===== src/rtl/siu_pkg.sv =====
// ============================================================================
// siu_pkg: shared types for the SPARC integer execute unit
// Operation codes and the packed payload structs of the input and result
// channels.
// ============================================================================
`default_nettype none

package siu_pkg;

  typedef enum logic [4:0] {
    CMD_ADD     = 5'd0,
    CMD_ADDCC   = 5'd1,
    CMD_ADDX    = 5'd2,
    CMD_ADDXCC  = 5'd3,
    CMD_SUB     = 5'd4,
    CMD_SUBCC   = 5'd5,
    CMD_SUBX    = 5'd6,
    CMD_SUBXCC  = 5'd7,
    CMD_MULSCC  = 5'd8,
    CMD_AND     = 5'd9,
    CMD_ANDCC   = 5'd10,
    CMD_ANDN    = 5'd11,
    CMD_ANDNCC  = 5'd12,
    CMD_OR      = 5'd13,
    CMD_ORCC    = 5'd14,
    CMD_ORN     = 5'd15,
    CMD_ORNCC   = 5'd16,
    CMD_XOR     = 5'd17,
    CMD_XORCC   = 5'd18,
    CMD_XNOR    = 5'd19,
    CMD_XNORCC  = 5'd20,
    CMD_SLL     = 5'd21,
    CMD_SRL     = 5'd22,
    CMD_SRA     = 5'd23,
    CMD_SETHI   = 5'd24,
    CMD_SAVE    = 5'd25,
    CMD_RESTORE = 5'd26,
    CMD_RDPSR   = 5'd27,
    CMD_RDY     = 5'd28,
    CMD_WRPSR   = 5'd29,
    CMD_WRY     = 5'd30
  } siu_cmd_t;

  // The one code with no operation behind it; it executes as a no-op.
  localparam logic [4:0] CmdUnused = 5'd31;

  // Position of the integer condition codes n, z, v, c in the PSR.
  localparam int unsigned IccLsb = 20;
  localparam int unsigned IccMsb = 23;

  typedef struct packed {
    logic [4:0]  command;
    logic [31:0] rs1_value;
    logic [31:0] rs2_value;
    logic        use_immediate;
    logic [12:0] imm13;
    logic [21:0] imm22;
    logic        dest_is_zero;
    logic [31:0] psr_in;
    logic [31:0] y_in;
  } siu_in_beat_t;

  typedef struct packed {
    logic [31:0] result_value;
    logic [31:0] y_out;
    logic [31:0] psr_out;
  } siu_out_beat_t;

endpackage

`default_nettype wire


===== src/rtl/sparc_integer_execute_unit.sv =====
// ============================================================================
// sparc_integer_execute_unit: SPARC V8 integer execute unit
// An accepted beat enters the input register, its result the result register.
// Throughput: one instruction per cycle; input and result registers stall
// independently under out_ready backpressure.
// Reset: rst_n is synchronous, active low, and clears both valid flags.
// ============================================================================
`default_nettype none

module sparc_integer_execute_unit (
  input  wire logic                   clk,
  input  wire logic                   rst_n,
  input  wire logic                   in_valid,
  output logic                        in_ready,
  input  wire siu_pkg::siu_in_beat_t  in_data,
  output logic                        out_valid,
  input  wire logic                   out_ready,
  output siu_pkg::siu_out_beat_t      out_data
);

  // The design is a two-register pipe. The input register captures the issued
  // instruction; the datapath between it and the result register is purely
  // combinational (32-bit adders plus selection). Each register advances
  // whenever the stage after it is empty or draining, so a new beat enters in
  // every cycle as long as the consumer keeps taking results. While a result
  // waits on out_ready, the input register can still hold one more beat.

  siu_pkg::siu_in_beat_t  s1_data_r;
  siu_pkg::siu_in_beat_t  s1_data_nxt;
  logic                   s1_valid_r;
  logic                   s1_valid_nxt;
  siu_pkg::siu_out_beat_t out_data_r;
  siu_pkg::siu_out_beat_t out_data_nxt;
  logic                   out_valid_r;
  logic                   out_valid_nxt;
  siu_pkg::siu_out_beat_t alu_res;
  logic                   s1_adv;
  logic                   in_acc;

  siu_alu u_alu (
    .op_i  (s1_data_r),
    .res_o (alu_res)
  );

  // The first stage may move forward when the result register is free or
  // being emptied this cycle.
  assign s1_adv   = !out_valid_r || out_ready;
  assign in_ready = !s1_valid_r || s1_adv;
  assign in_acc   = in_valid && in_ready;

  always_comb begin
    s1_data_nxt   = s1_data_r;
    s1_valid_nxt  = s1_valid_r;
    out_data_nxt  = out_data_r;
    out_valid_nxt = out_valid_r;
    if (s1_adv) begin
      out_valid_nxt = s1_valid_r;
      s1_valid_nxt  = 1'b0;
      if (s1_valid_r) begin
        out_data_nxt = alu_res;
      end
    end
    if (in_acc) begin
      s1_valid_nxt = 1'b1;
      s1_data_nxt  = in_data;
    end
  end

  // Payload registers carry no reset; only the valid flags are cleared.
  always_ff @(posedge clk) begin
    s1_data_r  <= s1_data_nxt;
    out_data_r <= out_data_nxt;
  end

  always_ff @(posedge clk) begin
    if (!rst_n) begin
      s1_valid_r  <= 1'b0;
      out_valid_r <= 1'b0;
    end else begin
      s1_valid_r  <= s1_valid_nxt;
      out_valid_r <= out_valid_nxt;
    end
  end

  assign out_valid = out_valid_r;
  assign out_data  = out_data_r;

  // An accepted beat always lands in the input register.
  a_accept_fills: assert property (@(posedge clk) disable iff (!rst_n)
    in_acc |=> s1_valid_r)
    else $error("accepted beat did not reach the input register");

  // A beat leaving the input register shows up as a result.
  a_advance_shows: assert property (@(posedge clk) disable iff (!rst_n)
    (s1_valid_r && s1_adv) |=> out_valid_r)
    else $error("advanced beat was lost before the result register");

  // A blocked input stage holds its beat untouched.
  a_stall_holds: assert property (@(posedge clk) disable iff (!rst_n)
    (s1_valid_r && !s1_adv) |=> (s1_valid_r && $stable(s1_data_r)))
    else $error("stalled input stage changed");

  // With the result register stalled, the input stage never takes a second beat.
  a_no_overrun: assert property (@(posedge clk) disable iff (!rst_n)
    (s1_valid_r && out_valid_r && !out_ready) |-> !in_ready)
    else $error("input accepted while both stages are full");

endmodule

`default_nettype wire


===== src/rtl/siu_alu.sv =====
// ============================================================================
// siu_alu: integer datapath
// Combinational execution of one instruction: operand select, add/subtract,
// multiply step, logic, shifts, special register moves and icc generation.
// ============================================================================
`default_nettype none

module siu_alu (
  input  wire siu_pkg::siu_in_beat_t op_i,
  output siu_pkg::siu_out_beat_t     res_o
);

  // Flags returned as {n, z, v, c}.
  function automatic logic [3:0] add_icc(input logic [31:0] a, input logic [31:0] b,
                                         input logic [31:0] r);
    logic v;
    logic c;
    begin
      v = (a[31] & b[31] & ~r[31]) | (~a[31] & ~b[31] & r[31]);
      c = (a[31] & b[31]) | (~r[31] & (a[31] | b[31]));
      add_icc = {r[31], (r == 32'd0), v, c};
    end
  endfunction

  function automatic logic [3:0] sub_icc(input logic [31:0] a, input logic [31:0] b,
                                         input logic [31:0] r);
    logic v;
    logic c;
    begin
      v = (a[31] & ~b[31] & ~r[31]) | (~a[31] & b[31] & r[31]);
      c = (~a[31] & b[31]) | (r[31] & (~a[31] | b[31]));
      sub_icc = {r[31], (r == 32'd0), v, c};
    end
  endfunction

  siu_pkg::siu_cmd_t cmd;
  logic [31:0] op2;
  logic [4:0]  sh;
  logic        carry;
  logic [31:0] add_res;
  logic [31:0] sub_res;
  logic [31:0] mul_a;
  logic [31:0] mul_b;
  logic [31:0] mul_res;
  logic [31:0] logic_res;
  logic [31:0] res;
  logic [31:0] y_new;
  logic [31:0] psr_new;
  logic [3:0]  icc;
  logic        set_icc;

  assign cmd   = siu_pkg::siu_cmd_t'(op_i.command);
  assign op2   = op_i.use_immediate ? {{19{op_i.imm13[12]}}, op_i.imm13} : op_i.rs2_value;
  assign sh    = op2[4:0];
  assign carry = op_i.psr_in[siu_pkg::IccLsb];

  // Extended forms fold the incoming carry into the same adder or subtractor.
  always_comb begin
    add_res = op_i.rs1_value + op2 +
              {31'd0, carry & (cmd == siu_pkg::CMD_ADDX || cmd == siu_pkg::CMD_ADDXCC)};
    sub_res = op_i.rs1_value - op2 -
              {31'd0, carry & (cmd == siu_pkg::CMD_SUBX || cmd == siu_pkg::CMD_SUBXCC)};
  end

  // Multiply step: shift rs1 right with n xor v on top, add op2 when y[0] is set.
  assign mul_a   = {op_i.psr_in[siu_pkg::IccMsb] ^ op_i.psr_in[siu_pkg::IccMsb - 2],
                    op_i.rs1_value[31:1]};
  assign mul_b   = op_i.y_in[0] ? op2 : 32'd0;
  assign mul_res = mul_a + mul_b;

  always_comb begin
    case (cmd) inside
      siu_pkg::CMD_AND,  siu_pkg::CMD_ANDCC:  logic_res = op_i.rs1_value & op2;
      siu_pkg::CMD_ANDN, siu_pkg::CMD_ANDNCC: logic_res = op_i.rs1_value & ~op2;
      siu_pkg::CMD_OR,   siu_pkg::CMD_ORCC:   logic_res = op_i.rs1_value | op2;
      siu_pkg::CMD_ORN,  siu_pkg::CMD_ORNCC:  logic_res = op_i.rs1_value | ~op2;
      siu_pkg::CMD_XOR,  siu_pkg::CMD_XORCC:  logic_res = op_i.rs1_value ^ op2;
      default:                                logic_res = op_i.rs1_value ^ ~op2;
    endcase
  end

  always_comb begin
    res     = 32'd0;
    y_new   = op_i.y_in;
    psr_new = op_i.psr_in;
    icc     = 4'd0;
    set_icc = 1'b0;
    case (cmd) inside
      siu_pkg::CMD_ADD, siu_pkg::CMD_ADDX: begin
        res = add_res;
      end
      siu_pkg::CMD_ADDCC, siu_pkg::CMD_ADDXCC: begin
        res     = add_res;
        icc     = add_icc(op_i.rs1_value, op2, add_res);
        set_icc = 1'b1;
      end
      siu_pkg::CMD_SUB, siu_pkg::CMD_SUBX: begin
        res = sub_res;
      end
      siu_pkg::CMD_SUBCC, siu_pkg::CMD_SUBXCC: begin
        res     = sub_res;
        icc     = sub_icc(op_i.rs1_value, op2, sub_res);
        set_icc = 1'b1;
      end
      siu_pkg::CMD_MULSCC: begin
        res     = mul_res;
        y_new   = {op_i.rs1_value[0], op_i.y_in[31:1]};
        icc     = add_icc(mul_a, mul_b, mul_res);
        set_icc = 1'b1;
      end
      siu_pkg::CMD_AND, siu_pkg::CMD_ANDN, siu_pkg::CMD_OR, siu_pkg::CMD_ORN,
      siu_pkg::CMD_XOR, siu_pkg::CMD_XNOR: begin
        res = logic_res;
      end
      siu_pkg::CMD_ANDCC, siu_pkg::CMD_ANDNCC, siu_pkg::CMD_ORCC, siu_pkg::CMD_ORNCC,
      siu_pkg::CMD_XORCC, siu_pkg::CMD_XNORCC: begin
        res     = logic_res;
        icc     = {logic_res[31], (logic_res == 32'd0), 2'b00};
        set_icc = 1'b1;
      end
      siu_pkg::CMD_SLL: res = op_i.rs1_value << sh;
      siu_pkg::CMD_SRL: res = op_i.rs1_value >> sh;
      siu_pkg::CMD_SRA: res = 32'($signed(op_i.rs1_value) >>> sh);
      siu_pkg::CMD_SETHI: res = {op_i.imm22, 10'd0};
      siu_pkg::CMD_SAVE, siu_pkg::CMD_RESTORE: res = add_res;
      siu_pkg::CMD_RDPSR: res = op_i.psr_in;
      siu_pkg::CMD_RDY:   res = op_i.y_in;
      siu_pkg::CMD_WRPSR: psr_new = op_i.rs1_value;
      siu_pkg::CMD_WRY:   y_new = op_i.rs1_value;
      default: begin
        // Unassigned code: no operation.
        res = 32'd0;
      end
    endcase
    if (set_icc) begin
      psr_new[siu_pkg::IccMsb:siu_pkg::IccLsb] = icc;
    end
    if (op_i.dest_is_zero || cmd == siu_pkg::CMD_WRPSR || cmd == siu_pkg::CMD_WRY ||
        op_i.command == siu_pkg::CmdUnused) begin
      res = 32'd0;
    end
  end

  assign res_o.result_value = res;
  assign res_o.y_out        = y_new;
  assign res_o.psr_out      = psr_new;

endmodule

`default_nettype wire

===== config.mk =====
export PLATFORM = sky130hd
export DESIGN_NAME = sparc_integer_execute_unit
export DESIGN_NICKNAME = d
export VERILOG_FILES = /design/src/rtl/siu_pkg.sv /design/src/rtl/sparc_integer_execute_unit.sv /design/src/rtl/siu_alu.sv
export SDC_FILE = /design/constraint.sdc
export NUM_CORES = 1
export LEC_CHECK = 0
export BUFFER_PORTS_ARGS = -buffer_cell sky130_fd_sc_hd__buf_2
export CAP_MARGIN = 15
export CORE_ASPECT_RATIO = 0.9
export CORE_MARGIN = 8
export CORE_UTILIZATION = 35
export CTS_CLUSTER_DIAMETER = 80
export CTS_CLUSTER_SIZE = 14
export DETAILED_ROUTE_END_ITERATION = 10
export PLACE_DENSITY = 0.56
export SLEW_MARGIN = 20
export SYNTH_ARGS = -nofsm -noshare
export SYNTH_HDL_FRONTEND = slang
export SYNTH_SLANG_ARGS = --single-unit

===== constraint.sdc =====
create_clock -name clk -period 8.7 [get_ports clk]
set_input_delay 2.175 -clock clk [delete_from_list [all_inputs] [get_ports clk]]
set_output_delay 2.175 -clock clk [all_outputs]
set_load 0.03 [all_outputs]

==> flow_metrics.env <==
export IMPL_status="completed"
export IMPL_vias_per_cell=6.36
export IMPL_die_x_um=293
export IMPL_clkSinkCount=268
export IMPL_wl_per_cell_um=32.3
export IMPL_finClkSkew_ps=22.0
export IMPL_clk_latency_ps=600
export IMPL_gr_total_overflow=0
export IMPL_syn_nets=3069
export IMPL_regToRegStartpoint="s1_data_r[100]$_DFFE_PP_"
export IMPL_antenna_left=0
export IMPL_worstPathArrival_ps=7710
export IMPL_synthArstFlopShare_pct=0
export IMPL_r2r_end="out_data[22]$_DFFE_PP_"
export IMPL_antenna_found_initial=1
export IMPL_critPathSlowestCell="o31ai_1"
export IMPL_cap_violations=0
export IMPL_period_minus_slack_ps=7260
export IMPL_min_path_cells=1
export IMPL_cts_resized=0
export IMPL_critical_path_top_delay_family="compound AO/OA/AOI/OAI gates"
export IMPL_io_buffer_count=271
export IMPL_grt_pass1_vias=23200
export IMPL_crit_path_start_kind="flip-flop"
export IMPL_avgSynthCellArea_um2=9.08
export IMPL_synth_xor_area_share_pct=4.73
export IMPL_synth_seq_cells=268
export IMPL_path_clk_slew_ps=70
export IMPL_die_y_um=266
export IMPL_finalMaxSlewViolations=0
export IMPL_rows=91
export IMPL_reg2reg_depth=25
export IMPL_layout_common_cells="buf_2 (271), edfxtp_1 (266), nor2_1 (246), ha_1 (221), a21oi_1 (201)"
export IMPL_post_place_cells=3778
export IMPL_postLayoutCellArea_um2=27500
export IMPL_synth_top_area_share_pct=33.0
export IMPL_yosys_area_share_simple_pct=13.5
export IMPL_drc=0
export IMPL_tightestPinTransition_ps=1230
export IMPL_firstDrtPassIters=7
export IMPL_cts_tree="built"
export IMPL_drive_gt1_share_pct=17.0
export IMPL_final_common_cell="buf_2"
export IMPL_p_leak_nw=11.0
export IMPL_vias=24300
export IMPL_track_usage_pct=30.0
export IMPL_die_area_um2=77900
export IMPL_muxShareOfSynthArea_pct=7.76
export IMPL_drt_iter0_markers=3498
export IMPL_cts_root_buffer="clkbuf_16"
export IMPL_cts_hold_buffers_added=0
export IMPL_htreeDepth=1
export IMPL_syn2layout_area_growth_pct=13.5
export IMPL_min_to="out_valid$_SDFFE_PN0P_"
export IMPL_ys_top_cells_by_area="edfxtp_1 (33%), ha_1 (11%), mux2i_1 (5.6%)"
export IMPL_grt_pass1_wl_mm=173
export IMPL_fin_crit_sh_pct=83.4
export IMPL_finalWirelength_mm=123
export IMPL_min_from="s1_valid_r$_SDFFE_PN0P_"
export IMPL_initial_core_util_pct=35.3
export IMPL_critPathKind="flip-flop to flip-flop"
export IMPL_yosys_warnings=0
export IMPL_hold_viol=0
export IMPL_cp_depth=25
export IMPL_synth_compound_area_share_pct=23.9
export IMPL_post_cts_buffers=0
export IMPL_stdcell_count=3819
export IMPL_grt_start_max_net_pins=171
export IMPL_crit_fanout=20
export IMPL_hold_path_class="flip-flop to flip-flop"
export IMPL_cp_end_kind="flip-flop"
export IMPL_setup_tns_ps=0
export IMPL_grt_setup_unrepaired="false"
export IMPL_slowest_delay_ps=680
export IMPL_pin_count=272
export IMPL_postLayoutCoreUtil_pct=40.1
export IMPL_synthFlopType="edfxtp_1"
export IMPL_ir_worst_vdd_v=0.000160
export IMPL_crit_buf_inv=3
export IMPL_synth_edff_count=266
export IMPL_max_slew_margin_pct=17.1
export IMPL_synth_cells=2667
export IMPL_clock_path_buffers=3
export IMPL_synthAdderAreaFrac_pct=12.0
export IMPL_required_ps=9150
export IMPL_synth_top_family_by_area="compound AO/OA/AOI/OAI gates"
export IMPL_dpl_cell_area_um2=26800
export IMPL_setup_slack_ps=1440
export IMPL_syn_area_um2=24200
export IMPL_post_place_ws_ps=1690
export IMPL_synth_distinct_cells=98
export IMPL_fmax_mhz=138
export IMPL_setup_viol=0
export IMPL_powerDensity_nw_per_um2=165
export IMPL_place_congestion=1.07
export IMPL_fin_nets=3277
export IMPL_dpl_hpwl_mm=95.4
export IMPL_regToRegSetupSlack_ps=1440
export IMPL_cts_buffers=25
export IMPL_core_area_um2=68500
export IMPL_synth_top_cell_by_area="edfxtp_1"
export IMPL_yosysSeqAreaShare_pct=33.1
## flip-flops by register name, summed over array words and instances (netlist names)
register and cells:
s1_data_r 170, out_data 96, s1_valid_r 1, out_valid 1
## per-layer routing
layer | vias up | track usage (%) | part of all wire, %
met5 | - | 0 | 0.030
met1 | 12000 | 41.6 | 43
met3 | 286 | 9.35 | 12
met4 | 2 | 12.9 | 5.0
met2 | 1608 | 42.5 | 40
li1 | 10400 | - | -
## how the worst max path moves through the flow
stage | from | endpoint
floorplan | out_ready | out_data[0]$_DFFE_PP_
global placement | s1_data_r[100]$_DFFE_PP_ | out_data[22]$_DFFE_PP_
detailed placement | s1_data_r[100]$_DFFE_PP_ | out_data[22]$_DFFE_PP_
CTS | s1_data_r[100]$_DFFE_PP_ | out_data[22]$_DFFE_PP_
global route | s1_data_r[100]$_DFFE_PP_ | out_data[22]$_DFFE_PP_
finish | s1_data_r[100]$_DFFE_PP_ | out_data[22]$_DFFE_PP_
## Yosys cell counts (29+ instances only)
library cell,number
a21oi_1,201
inv_1,132
xnor2_1,100
xor2_1,29
o22ai_1,56
mux2_2,32
clkbuf_1,104
a221oi_1,41
edfxtp_1,266
o21ai_0,155
nand2_1,197
o211ai_1,35
o221ai_1,40
nand3_1,42
nor3_1,45
ha_1,221
a22oi_1,32
nor2_1,252
nor2b_1,40
mux2i_1,136
## cell families after synthesis
family,after synthesis
AOI/OAI and AO/OA,850
and+or+nand+nor,711
buffers and inverters,305
DFF,268
adders and majority gates,228
muxes,175
xor gates and xnor gates,130
## final cells by class
type                            instances  area, um2
Sequential cell                       268       8030
Timing Repair Buffer                  350       1960
Inverter                              136        510
Fill cell                            6946      41000
Antenna cell                            2       5.00
Clock buffer                           32        652
Multi-Input combinational cell       2094      15100
Tap cell                              930       1160
Clock inverter                          7       63.8
## stage by stage
step,hold WS [ps],power (mW)
after floorplan,477,2.72
after global placement,489,3.43
after detailed placement,536,3.43
after CTS,553,4.48
after global routing,593,4.68
final,557,4.54
## where the power goes
part	total (mW)	internal, mW	switching, mW	leakage [nW]
logic	1.93	0.596	1.33	8.03
clock network	1.04	0.530	0.510	0.345
registers	1.57	1.51	0.0551	2.58
total	4.54	2.64	1.90	11.0
Power figures use the tool's default switching activity.
